### src/hw/rtl/eea_pkg.sv
`default_nettype none

package eea_pkg;

  localparam int unsigned CountWidth  = 16;
  localparam int unsigned LineW       = 16;
  localparam int unsigned PoleW       = 6;
  localparam int unsigned OffsetW     = 16;
  localparam int unsigned AngleW      = 15;
  localparam int unsigned PosW        = 32;
  localparam int unsigned DeltaW      = 16;
  localparam int unsigned ScaleW      = 31;
  localparam int unsigned DividendW   = 31;
  localparam int unsigned DivisorW    = 16;
  localparam int unsigned CfgIdxW     = 2;
  localparam int unsigned CfgDataW    = 16;
  localparam int unsigned AngleShift  = 15;
  localparam int unsigned HallMultW   = 4;

  localparam logic [DivisorW-1:0]  HallSectors = DivisorW'(12);
  localparam logic [DividendW-1:0] ScaleNum    = DividendW'(1) << 30;
  localparam logic [ScaleW-1:0]    ScaleSat    = ScaleW'(31'h7FFF_FFFF);

  // floor(x / 12) for 16-bit x as (x * SectRecip) >> SectShift
  localparam logic [LineW-1:0]     SectRecip   = LineW'(43691);
  localparam int unsigned          SectShift   = 19;

  localparam logic [LineW-1:0] LineCountRst = LineW'(10000);
  localparam logic [PoleW-1:0] PolePairsRst = PoleW'(4);

  typedef enum logic [1:0] {
    ACT_INIT   = 2'd0,
    ACT_SAMPLE = 2'd1,
    ACT_INDEX  = 2'd2,
    ACT_NONE   = 2'd3
  } action_e;

  typedef enum logic [CfgIdxW-1:0] {
    REG_LINE_COUNT   = 2'd0,
    REG_POLE_PAIRS   = 2'd1,
    REG_CALIB_OFFSET = 2'd2,
    REG_UNUSED       = 2'd3
  } cfg_reg_e;

  typedef struct packed {
    logic                 start;
    logic [DividendW-1:0] dividend;
    logic [DivisorW-1:0]  divisor;
  } div_req_t;

  typedef struct packed {
    logic                 done;
    logic [DividendW-1:0] quotient;
  } div_rsp_t;

  // hall code to odd sector multiple, zero for invalid codes
  function automatic logic [HallMultW-1:0] hall_mult(input logic [2:0] hall);
    logic [HallMultW-1:0] m;
    unique case (hall)
      3'd1:    m = HallMultW'(1);
      3'd3:    m = HallMultW'(3);
      3'd2:    m = HallMultW'(5);
      3'd6:    m = HallMultW'(7);
      3'd4:    m = HallMultW'(9);
      3'd5:    m = HallMultW'(11);
      default: m = '0;
    endcase
    return m;
  endfunction

endpackage

`default_nettype wire

### src/hw/rtl/eea_div.sv
`default_nettype none

module eea_div
  import eea_pkg::*;
(
  input  wire logic     clk_i,
  input  wire logic     rst_ni,
  input  wire div_req_t req_i,
  output div_rsp_t      rsp_o
);

  localparam int unsigned CntW = $clog2(DividendW);

  logic                 busy_q;
  logic                 done_q;
  logic [CntW-1:0]      cnt_q;
  logic [DividendW-1:0] dvd_q;
  logic [DividendW-1:0] quo_q;
  logic [DivisorW-1:0]  dvs_q;
  logic [DivisorW-1:0]  rem_q;

  logic [DivisorW:0]    rem_sh;
  logic                 ge;
  logic [DivisorW:0]    rem_sub;
  logic [DivisorW-1:0]  rem_d;

  // one restoring step per cycle
  assign rem_sh  = {rem_q, dvd_q[DividendW-1]};
  assign ge      = rem_sh >= {1'b0, dvs_q};
  assign rem_sub = rem_sh - {1'b0, dvs_q};
  assign rem_d   = ge ? rem_sub[DivisorW-1:0] : rem_sh[DivisorW-1:0];

  always_ff @(posedge clk_i or negedge rst_ni) begin
    if (!rst_ni) begin
      busy_q <= 1'b0;
      done_q <= 1'b0;
      cnt_q  <= '0;
    end else begin
      done_q <= 1'b0;
      if (req_i.start) begin
        busy_q <= 1'b1;
        cnt_q  <= CntW'(DividendW - 1);
      end else if (busy_q) begin
        cnt_q <= cnt_q - CntW'(1);
        if (cnt_q == '0) begin
          busy_q <= 1'b0;
          done_q <= 1'b1;
        end
      end
    end
  end

  always_ff @(posedge clk_i) begin
    if (req_i.start) begin
      dvd_q <= req_i.dividend;
      dvs_q <= req_i.divisor;
      rem_q <= '0;
      quo_q <= '0;
    end else if (busy_q) begin
      dvd_q <= {dvd_q[DividendW-2:0], 1'b0};
      rem_q <= rem_d;
      quo_q <= {quo_q[DividendW-2:0], ge};
    end
  end

  assign rsp_o.done     = done_q;
  assign rsp_o.quotient = quo_q;

`ifndef ASSERT_OFF
  a_start_idle: assert property (@(posedge clk_i) disable iff (!rst_ni)
    req_i.start |-> !busy_q)
    else $error("divider started while busy");
  a_done_after_busy: assert property (@(posedge clk_i) disable iff (!rst_ni)
    $rose(done_q) |-> $past(busy_q) && $past(cnt_q) == '0)
    else $error("divider done without final step");
  a_done_pulse: assert property (@(posedge clk_i) disable iff (!rst_ni)
    done_q |=> !done_q)
    else $error("divider done longer than one cycle");
`endif

endmodule

`default_nettype wire

### src/hw/rtl/encoder_electrical_angle_unit.sv
`default_nettype none

// A sample passes the wrap-high, wrap-low, multiply and angle states, an index
// or unused action none, and an init runs two 31-step divisions on one shared
// bit-serial divider and a position seed step; each then waits in the output
// state while a held result is stalled. No new item is taken until idle.
// The sample path is add, two wrap steps, 32x31 multiply, pole-pair multiply.
// Reset (async, active low): config regs to 10000/4/0, tracking state cleared.
module encoder_electrical_angle_unit
  import eea_pkg::*;
(
  input  wire logic                 clk_i,
  input  wire logic                 rst_ni,
  input  wire logic                 in_valid_i,
  output logic                      in_stall_o,
  input  wire logic [1:0]           in_action_i,
  input  wire logic [CountWidth-1:0] in_encoder_count_i,
  input  wire logic [2:0]           in_hall_state_i,
  output logic                      out_valid_o,
  input  wire logic                 out_stall_i,
  output logic [AngleW-1:0]         out_elec_angle_o,
  output logic signed [PosW-1:0]    out_position_feedback_o,
  output logic signed [DeltaW-1:0]  out_count_delta_o,
  input  wire logic                 cfg_we_i,
  input  wire logic [CfgIdxW-1:0]   cfg_idx_i,
  input  wire logic [CfgDataW-1:0]  cfg_data_i
);

  localparam logic [3:0] ST_IDLE      = 4'd0;
  localparam logic [3:0] ST_DIV_SCALE = 4'd1;
  localparam logic [3:0] ST_DIV_POLE  = 4'd2;
  localparam logic [3:0] ST_DIV_SECT  = 4'd3;
  localparam logic [3:0] ST_WRAP_HI   = 4'd4;
  localparam logic [3:0] ST_WRAP_LO   = 4'd5;
  localparam logic [3:0] ST_MUL       = 4'd6;
  localparam logic [3:0] ST_ANGLE     = 4'd7;
  localparam logic [3:0] ST_OUT       = 4'd8;

  logic [LineW-1:0]       line_count_q;
  logic [PoleW-1:0]       pole_pairs_q;
  logic [OffsetW-1:0]     calib_offset_q;

  logic [3:0]             state_q, state_d;
  logic [CountWidth-1:0]  prev_count_q;
  logic [PosW-1:0]        pos_q;
  logic [PosW-1:0]        accum_q;
  logic [ScaleW-1:0]      scale_q;
  logic [AngleW-1:0]      angle_q;
  logic [DeltaW-1:0]      delta_q;
  logic [2:0]             hall_q;
  logic [PosW-1:0]        prod_q;
  logic [LineW-1:0]       step_q;

  logic                   out_valid_q;
  logic [AngleW-1:0]      out_angle_q;
  logic [PosW-1:0]        out_fb_q;
  logic [DeltaW-1:0]      out_delta_q;

  logic                   in_xfer;
  logic                   out_free;
  logic [CountWidth-1:0]  cur_count;
  logic [CountWidth-1:0]  diff;
  logic [PosW-1:0]        delta_full;
  logic [PosW-1:0]        line_ext;
  logic [HallMultW-1:0]   mult;
  logic [PosW-1:0]        sect_prod;
  logic [LineW-1:0]       step;
  logic [PosW-1:0]        seed_pos;
  logic [PosW-1:0]        scale_pos;
  logic [PosW-PoleW-1:0]  angle_prod;

  div_req_t               div_req;
  div_rsp_t               div_rsp;

  assign in_stall_o = state_q != ST_IDLE;
  assign in_xfer    = in_valid_i && !in_stall_o;
  assign out_free   = !out_valid_q || !out_stall_i;

  assign cur_count  = CountWidth'(in_encoder_count_i);
  assign diff       = prev_count_q - cur_count;
  assign delta_full = PosW'(signed'(diff));
  assign line_ext   = PosW'(line_count_q);

  assign mult      = hall_mult(hall_q);
  assign sect_prod = PosW'(div_rsp.quotient[LineW-1:0]) * PosW'(SectRecip);
  assign step      = (line_count_q != '0 && pole_pairs_q != '0) ?
                     LineW'(sect_prod >> SectShift) : '0;
  assign seed_pos  = PosW'(step_q * LineW'(mult)) + PosW'(calib_offset_q);

  assign scale_pos  = PosW'(PosW'(scale_q) * pos_q);
  assign angle_prod = prod_q[PosW-1:AngleShift] * (PosW-PoleW)'(pole_pairs_q);

  always_comb begin
    div_req.start    = 1'b0;
    div_req.dividend = ScaleNum;
    div_req.divisor  = line_count_q;
    unique case (state_q)
      ST_IDLE: begin
        div_req.start = in_xfer && in_action_i == ACT_INIT;
      end
      ST_DIV_SCALE: begin
        div_req.start    = div_rsp.done;
        div_req.dividend = DividendW'(line_count_q);
        div_req.divisor  = DivisorW'(pole_pairs_q);
      end
      default: begin
        div_req.start = 1'b0;
      end
    endcase
  end

  eea_div u_div (
    .clk_i  (clk_i),
    .rst_ni (rst_ni),
    .req_i  (div_req),
    .rsp_o  (div_rsp)
  );

  always_comb begin
    state_d = state_q;
    unique case (state_q)
      ST_IDLE: begin
        if (in_xfer) begin
          unique case (in_action_i)
            ACT_INIT:   state_d = ST_DIV_SCALE;
            ACT_SAMPLE: state_d = ST_WRAP_HI;
            default:    state_d = ST_OUT;
          endcase
        end
      end
      ST_DIV_SCALE: if (div_rsp.done) state_d = ST_DIV_POLE;
      ST_DIV_POLE:  if (div_rsp.done) state_d = ST_DIV_SECT;
      ST_DIV_SECT:  state_d = ST_OUT;
      ST_WRAP_HI:   state_d = ST_WRAP_LO;
      ST_WRAP_LO:   state_d = ST_MUL;
      ST_MUL:       state_d = ST_ANGLE;
      ST_ANGLE:     state_d = ST_OUT;
      ST_OUT:       if (out_free) state_d = ST_IDLE;
      default:      state_d = ST_IDLE;
    endcase
  end

  always_ff @(posedge clk_i or negedge rst_ni) begin
    if (!rst_ni) begin
      line_count_q   <= LineCountRst;
      pole_pairs_q   <= PolePairsRst;
      calib_offset_q <= '0;
    end else if (cfg_we_i) begin
      case (cfg_idx_i)
        REG_LINE_COUNT:   line_count_q   <= cfg_data_i[LineW-1:0];
        REG_POLE_PAIRS:   pole_pairs_q   <= cfg_data_i[PoleW-1:0];
        REG_CALIB_OFFSET: calib_offset_q <= cfg_data_i[OffsetW-1:0];
        default: ;
      endcase
    end
  end

  always_ff @(posedge clk_i or negedge rst_ni) begin
    if (!rst_ni) begin
      state_q      <= ST_IDLE;
      prev_count_q <= '0;
      pos_q        <= '0;
      accum_q      <= '0;
      scale_q      <= '0;
      angle_q      <= '0;
      out_valid_q  <= 1'b0;
    end else begin
      state_q <= state_d;
      if (state_q == ST_OUT && out_free) begin
        out_valid_q <= 1'b1;
      end else if (!out_stall_i) begin
        out_valid_q <= 1'b0;
      end
      unique case (state_q)
        ST_IDLE: begin
          if (in_xfer) begin
            if (in_action_i == ACT_INIT) begin
              prev_count_q <= '0;
            end else if (in_action_i == ACT_SAMPLE) begin
              prev_count_q <= cur_count;
              accum_q      <= accum_q + delta_full;
              pos_q        <= pos_q + delta_full;
            end else if (in_action_i == ACT_INDEX) begin
              pos_q <= PosW'(calib_offset_q);
            end
          end
        end
        ST_DIV_SCALE: begin
          if (div_rsp.done) begin
            scale_q <= (line_count_q == '0) ? ScaleSat : div_rsp.quotient;
          end
        end
        ST_DIV_SECT: begin
          if (mult != '0) begin
            pos_q <= seed_pos;
          end
        end
        ST_WRAP_HI: begin
          if (!pos_q[PosW-1] && pos_q > line_ext) begin
            pos_q <= pos_q - line_ext;
          end
        end
        ST_WRAP_LO: begin
          if (pos_q[PosW-1]) begin
            pos_q <= pos_q + line_ext;
          end
        end
        ST_ANGLE: begin
          angle_q <= angle_prod[AngleW-1:0];
        end
        default: ;
      endcase
    end
  end

  always_ff @(posedge clk_i) begin
    if (in_xfer) begin
      hall_q  <= in_hall_state_i;
      delta_q <= (in_action_i == ACT_SAMPLE) ? delta_full[DeltaW-1:0] : '0;
    end
    if (state_q == ST_DIV_POLE && div_rsp.done) begin
      step_q <= step;
    end
    if (state_q == ST_MUL) begin
      prod_q <= scale_pos;
    end
    if (state_q == ST_OUT && out_free) begin
      out_angle_q <= angle_q;
      out_fb_q    <= accum_q;
      out_delta_q <= delta_q;
    end
  end

  assign out_valid_o             = out_valid_q;
  assign out_elec_angle_o        = out_angle_q;
  assign out_position_feedback_o = signed'(out_fb_q);
  assign out_count_delta_o       = signed'(out_delta_q);

`ifndef ASSERT_OFF
  a_sample_path: assert property (@(posedge clk_i) disable iff (!rst_ni)
    in_xfer && in_action_i == ACT_SAMPLE |=> state_q == ST_WRAP_HI)
    else $error("sample transfer did not enter wrap step");
  a_div_done_state: assert property (@(posedge clk_i) disable iff (!rst_ni)
    div_rsp.done |-> state_q == ST_DIV_SCALE || state_q == ST_DIV_POLE ||
                     state_q == ST_DIV_SECT)
    else $error("divider result outside init sequence");
  a_out_from_out_state: assert property (@(posedge clk_i) disable iff (!rst_ni)
    $rose(out_valid_q) |-> $past(state_q) == ST_OUT)
    else $error("result valid raised outside output state");
  a_scale_sat: assert property (@(posedge clk_i) disable iff (!rst_ni)
    state_q == ST_DIV_SCALE && div_rsp.done && line_count_q == '0
      |=> scale_q == ScaleSat)
    else $error("zero line count did not saturate scale");
`endif

endmodule

`default_nettype wire

### config.mk
export PLATFORM = sky130hd
export DESIGN_NAME = encoder_electrical_angle_unit
export DESIGN_NICKNAME = d
export VERILOG_FILES = /design/src/hw/rtl/eea_pkg.sv /design/src/hw/rtl/eea_div.sv /design/src/hw/rtl/encoder_electrical_angle_unit.sv
export SDC_FILE = /design/constraint.sdc
export NUM_CORES = 2
export LEC_CHECK = 0
export BUFFER_PORTS_ARGS = -buffer_cell sky130_fd_sc_hd__buf_2
export CAP_MARGIN = 20
export CORE_MARGIN = 2
export CORE_UTILIZATION = 60
export CTS_CLUSTER_DIAMETER = 200
export CTS_CLUSTER_SIZE = 14
export DETAILED_ROUTE_END_ITERATION = 10
export PLACE_DENSITY_LB_ADDON = 0.05
export SYNTH_ARGS = -nofsm -noshare
export SYNTH_HDL_FRONTEND = slang
export SYNTH_SLANG_ARGS = --single-unit
### constraint.sdc
create_clock -name clk_i -period 9.6 [get_ports clk_i]
set_input_delay 0.96 -clock clk_i [delete_from_list [all_inputs] [get_ports clk_i]]
set_output_delay 0.96 -clock clk_i [all_outputs]
set_load 0.01 [all_outputs]
### Yosys cells after proc, flatten, opt, wreduce, memory -nomap -nowiden

Index checks and enable logic that the tools add are counted.

| cells by class | value |
|---|---|
| $add $sub $neg | 8 |
| $mul | 4 |
| $lt $le $gt $ge | 2 |
| equal/unequal tests | 28 |
| multiplexer cells | 33 |
| bitwise operators | 1 |
| reductions and logical operators | 33 |

Operators by type and width:

| operator | number |
|---|---|
| 32-bit 2-to-1 mux | 7 |
| 32-bit case mux with 4 select lines | 1 |
| 31-bit 2-to-1 mux | 3 |
| 32-bit adder | 2 |
| 16-bit 2-to-1 mux | 3 |
| 47-bit 2-to-1 mux | 1 |
| 32-bit by 16-bit adder with 32-bit output | 1 |
| 32-bit by 16-bit greater-than comparator with 1-bit output | 1 |
| 16-bit by 16-bit multiplier with 32-bit output, second input constant | 1 |
| 31-bit by 32-bit multiplier with 32-bit output | 1 |
| 4-bit case mux with 8 select lines | 1 |
| 16-bit subtractor | 2 |
| 32-bit by 16-bit subtractor with 32-bit output | 1 |
| 4-bit case mux with 6 select lines | 1 |
| 20-bit by 16-bit adder with 21-bit output | 1 |
| 16-bit by 4-bit multiplier with 20-bit output | 1 |
| 17-bit by 16-bit greater-or-equal comparator with 1-bit output | 1 |
| 17-bit by 6-bit multiplier with 15-bit output | 1 |
| 4-bit by 3-bit equality test with 1-bit output, second input constant | 4 |
| 16-bit zero test | 1 |
| 4-bit 2-to-1 mux | 4 |
| 16-bit nonzero test | 1 |
| 2-bit != test, second input constant | 6 |
| 4-bit nonzero test | 3 |
| other kinds (30) | 60 |

| storage, ports and cells | value |
|---|---|
| flip-flop bits (word level) | 400 |
| bits of input ports | 44 |
| output and inout port bits | 65 |
| logic and storage cells | 136 |

### Longest topological paths before layout

| depth | value |
|---|---|
| depth in word-level cells | 6 |
| mapped depth | 27 |
| depth with buffers taken out | 25 |

### Cells and area by module

A second synthesis with hierarchy kept.

| second synthesis, totals | value |
|---|---|
| cell total of the unflattened synthesis | 4540 |
| area, all modules | 42946.2 sq um |

By module, submodules not included:

| module | instances | cells an instance | area each (sq um) | sequential area each (sq um) |
|---|---|---|---|---|
| encoder_electrical_angle_unit | 1 | 4120 | 38197.9 | 7514.7 |
| eea_div | 1 | 420 | 4748.3 | 2527.4 |

### Worst setup path after synthesis

No wires, ideal clock.

| path | value |
|---|---|
| kind | reg-to-reg |
| start point | reg pos_q[1] |
| end point | reg prod_q[29], data pin |
| setup time | 0.260 ns |
| data arrival time | 6.613 ns |
| required time | 9.340 ns |
| slack | 2.727 ns |
| stages on the path, launching flop included | 24 |
| path buffers | 2 |
| cells stage by stage | dfrtp_1 -> clkbuf_1 -> clkbuf_1 -> nand2_1 -> fa_1 -> inv_1 -> fa_1 -> fa_1 -> fa_1 -> fa_1 -> ha_1 -> fa_1 -> fa_1 -> ha_1 -> a21o_1 -> a21o_1 -> a21oi_1 -> o21bai_1 -> a21o_1 -> a41oi_1 -> o21ai_1 -> o41ai_1 -> o21bai_1 -> xnor2_1 |

| between the ends | value |
|---|---|
| word-level cells in the longest chain between the ends | 1 |

RTL lines:

| item | line | source |
|---|---|---|
| from (decl) | encoder_electrical_angle_unit.sv:45 | `logic [PosW-1:0] pos_q;` |
| from (signal assigned) | encoder_electrical_angle_unit.sv:182 | `pos_q <= pos_q + delta_full;` |
| from (signal assigned) | encoder_electrical_angle_unit.sv:184 | `pos_q <= PosW'(calib_offset_q);` |
| from (signal assigned) | encoder_electrical_angle_unit.sv:195 | `pos_q <= seed_pos;` |
| 31-bit by 32-bit multiplier with 32-bit output | encoder_electrical_angle_unit.sv:90 | `assign scale_pos = PosW'(PosW'(scale_q) * pos_q);` |
| via scale_pos[29] | encoder_electrical_angle_unit.sv:69 | `logic [PosW-1:0] scale_pos;` |
| to (signal assigned) | encoder_electrical_angle_unit.sv:225 | `prod_q <= scale_pos;` |
| to (decl) | encoder_electrical_angle_unit.sv:51 | `logic [PosW-1:0] prod_q;` |

The timed path passes the listed nets, and every way through them passes these cells.
A chain may end at the register's enable or synchronous reset.

### Worst setup path after layout

| path | value |
|---|---|
| start point | reg scale_q[8] |
| end point | reg prod_q[29], data pin |

| between the ends | value |
|---|---|
| word-level cells in the longest chain between the ends | 1 |

RTL lines:

| item | line | source |
|---|---|---|
| from (decl) | encoder_electrical_angle_unit.sv:47 | `logic [ScaleW-1:0] scale_q;` |
| from (signal assigned) | encoder_electrical_angle_unit.sv:190 | `scale_q <= (line_count_q == '0) ? ScaleSat : div_rsp.quotient;` |
| 31-bit by 32-bit multiplier with 32-bit output | encoder_electrical_angle_unit.sv:90 |  |
| via scale_pos[29] | encoder_electrical_angle_unit.sv:69 |  |

The timed path passes the listed nets, and every way through them passes these cells.

==> results.toml <==
[floorplan]
ios = 109
die_w_um = 269.7
design.core.area_um2 = 69910
initial_core_util_pct = 60.59
dieArea_um2 = 72730
rows = 97
die_y_um = 269.7

[finish]
layout_commonest_cell = "inv_1"
n_fill_cell = 5946
area_growth_pct = 5.639
layout-drive-gt1-share_pct = 6.265
insertedDiodeCount = 0
fin_nets = 5467
layout_common_cells = "658 x inv_1, 517 x fa_1, 487 x nand2_1, 412 x ha_1, 336 x and2_1"

[routing]
first_pass_iters = 6
drtAntennaViolNets = 0
first_iter_violations = 2412
vias_per_cell = 5.782
vias = 31554
drc_errors = 0
drt-wirelength-per-cell_um = 20.33
drt-total-wl_um = 111000

[timing]
fmax_ghz = 0.1311
finalSetupViolCount = 0
rsz0062_at_grt = "false"
worst_slew_pin_slew_ns = 1.059
final.setup.tns_ns = 0
drv_slew = 0
hold_violations = 0
skew_ns = 0.04269
fin_crit_sh_pct = 79.47
slew_headroom_pct = 29.40
layout_min_cycle_time_ns = 7.629

[logic_synthesis]
syn_avg_cell_area_um2 = 9.454
synth_nets = 5453
synth.distinct_cells = 92
syn_inst = 4480
netlist.top_cell.by_area = "fa_1"
synth_seq_area_share_pct = 23.66
synth_edf_count = 157
synth_top_cell_area_share_pct = 24.44
netlist_top_cells_area = "fa_1 24%, ha_1 12%, edfxtp_1 11%"
yosys_warnings = 0
ys.flop_type = "dfrtp_1"
synthArstFlopShare_pct = 46.30
netlist_area_um2 = 42360
synth_seq_cells = 378

[clock_network]
h-tree-depth = 1
ctsHoldBuffers = 0
postCtsSetupBuffers = 0
clock_latency_ns = 0.64
clkTransAtPathRegs_ns = 0.11
cts_buffers = 30
cts.sinks = 378
postCtsResizedCells = 0
max-clock-path-buffers = 3
root_buffer = "clkbuf_16"
cts_tree = "built"

[setup_path]
worst-setup-path-type = "register to register"
r2r_slack_ns = 1.97
required_ns = 9.94
arrival_ns = 7.97
end_kind = "register"
critPathLaunchType = "register"
r2r_start = "scale_q[8]"
reg2reg_depth = 23
timing.rr.end = "prod_q[29]"
path_max_fanout = 23

[placement]
port-buffer-count = 108
gp_congestion = 0.9479
dpl.hpwl_um = 86000

[run_status]
outcome = "completed"

[global_routing]
grt_pass1_wl_um = 178500
grt_max_degree = 81
gr-total-overflow = 0
grt_pass1_vias = 32072
antenna_found_initial = 0
grt_util_all_layers_pct = 31.07

[job]
drv_cap = 0

[min_path]
hold_path_class = "input port to async pin"
==> registers in the layout, indices dropped and copies added (netlist names), 15 cells and up <==
| name | count |
|---|---|
| pos_q | 32 |
| delta_q | 16 |
| prev_count_q | 16 |
| u_div.dvd_q | 31 |
| scale_q | 30 |
| calib_offset_q | 16 |
| prod_q | 15 |
| angle_q | 15 |
| u_div.quo_q | 30 |
| line_count_q | 16 |
| u_div.dvs_q | 16 |
| out_count_delta_o | 16 |
| out_position_feedback_o | 32 |
| accum_q | 32 |
| out_elec_angle_o | 15 |
| u_div.rem_q | 16 |
==> cells in the mapped netlist, types with 7 or more instances <==
| master | n |
|---|---|
| a221oi_1 | 9 |
| o21bai_1 | 27 |
| xnor2_1 | 129 |
| o31a_1 | 10 |
| or3_1 | 15 |
| o221ai_1 | 8 |
| o211ai_1 | 14 |
| nand2_1 | 489 |
| o21ai_0 | 161 |
| nor4_1 | 14 |
| mux2_2 | 33 |
| dfrtp_1 | 169 |
| and3_1 | 31 |
| ha_1 | 412 |
| o22ai_1 | 10 |
| buf_2 | 10 |
| clkbuf_1 | 166 |
| nand4_1 | 19 |
| nor2_1 | 253 |
| dfxtp_1 | 46 |
| nand2b_1 | 23 |
| a211oi_1 | 25 |
| o21a_1 | 30 |
| mux2i_1 | 41 |
| nor3_1 | 65 |
| nand3_1 | 32 |
| o41ai_1 | 10 |
| buf_1 | 9 |
| a22o_1 | 21 |
| a21oi_1 | 199 |
| and2_1 | 337 |
| fa_1 | 517 |
| a31oi_1 | 21 |
| xor2_1 | 58 |
| edfxtp_1 | 157 |
| nor2b_1 | 21 |
| a211o_1 | 8 |
| inv_1 | 658 |
| o21ai_1 | 16 |
| o31ai_1 | 16 |
| a21o_1 | 70 |
| nand3b_1 | 7 |
==> how the worst max path moves through the flow <==
stage,slack [ns],endpoint,startpoint
after detailed placement,2.04,prod_q[29],pos_q[8]
after global placement,2.17,prod_q[29],pos_q[1]
after floorplan,2.73,prod_q[29],pos_q[1]
after CTS,2.04,prod_q[29],pos_q[8]
final,1.97,prod_q[29],scale_q[8]
after global routing,1.61,prod_q[29],pos_q[6]
==> metal layers <==
metal	vias to the layer above	routed length, um	GRT usage, %
met5	-	0	0
met4	0	4239	10.06
met3	213	8016	4.266
met2	1119	51070	50.60
met1	15562	47630	43.20
li1	14660	-	-
==> layout make-up <==
class | count | area, um2 | area share [%]
clock buffers | 55 | 865.8 | 1.935
multi-input cells | 3252 | 29160 | 65.16
repair buffers | 172 | 1045 | 2.335
well taps | 940 | 1176 | 2.629
flip-flops and latches | 378 | 10020 | 22.40
inverters | 660 | 2477 | 5.537
==> cell families after synthesis <==
group / count (synthesis) / share of synthesized area [%]
and+or+nand+nor: 1332 / 15.16
adders and majority gates: 929 / 36.61
buffers and inverters: 850 / 7.642
AOI/OAI and AO/OA: 730 / 11.21
DFF: 378 / 23.66
xor gates and xnor gates: 187 / 3.867
muxes: 74 / 1.846
==> per-stage QoR <==
stage | hold slack (ns) | cell area [um2] | util, % | setup WS [ns] | cells
finish | 0.3778 | 44740 | 64.01 | 1.971 | 5457
global route | 0.4311 | 44740 | 64.01 | 1.606 | 5457
CTS | 0.4170 | 44710 | 63.95 | 2.039 | 5454
detailed placement | 0.4057 | 43840 | 62.71 | 2.036 | 5399
global placement | 0.4002 | 43840 | 62.71 | 2.168 | 5399
floorplan | 0.4003 | 42360 | - | 2.727 | 4480
==> worst max-delay path, stage by stage (launching register included) <==
cell and delay (ns):
dfrtp_1 0.94, nand2_1 0.17, fa_1 0.55, inv_1 0.06, fa_1 0.43, fa_1 0.49
inv_1 0.06, fa_1 0.47, inv_1 0.05, fa_1 0.45, ha_1 0.31, fa_1 0.50
fa_1 0.41, ha_1 0.34, a21o_1 0.17, a21o_1 0.16, a21oi_1 0.19, o21bai_1 0.08
a21o_1 0.21, a41oi_1 0.36, o21ai_1 0.21, o41ai_1 0.43, o21bai_1 0.13, xnor2_1 0.15
Power is left out: the tool's default activity adds up to more than one toggle a clock period on the data nets, which glitch-free logic cannot reach.
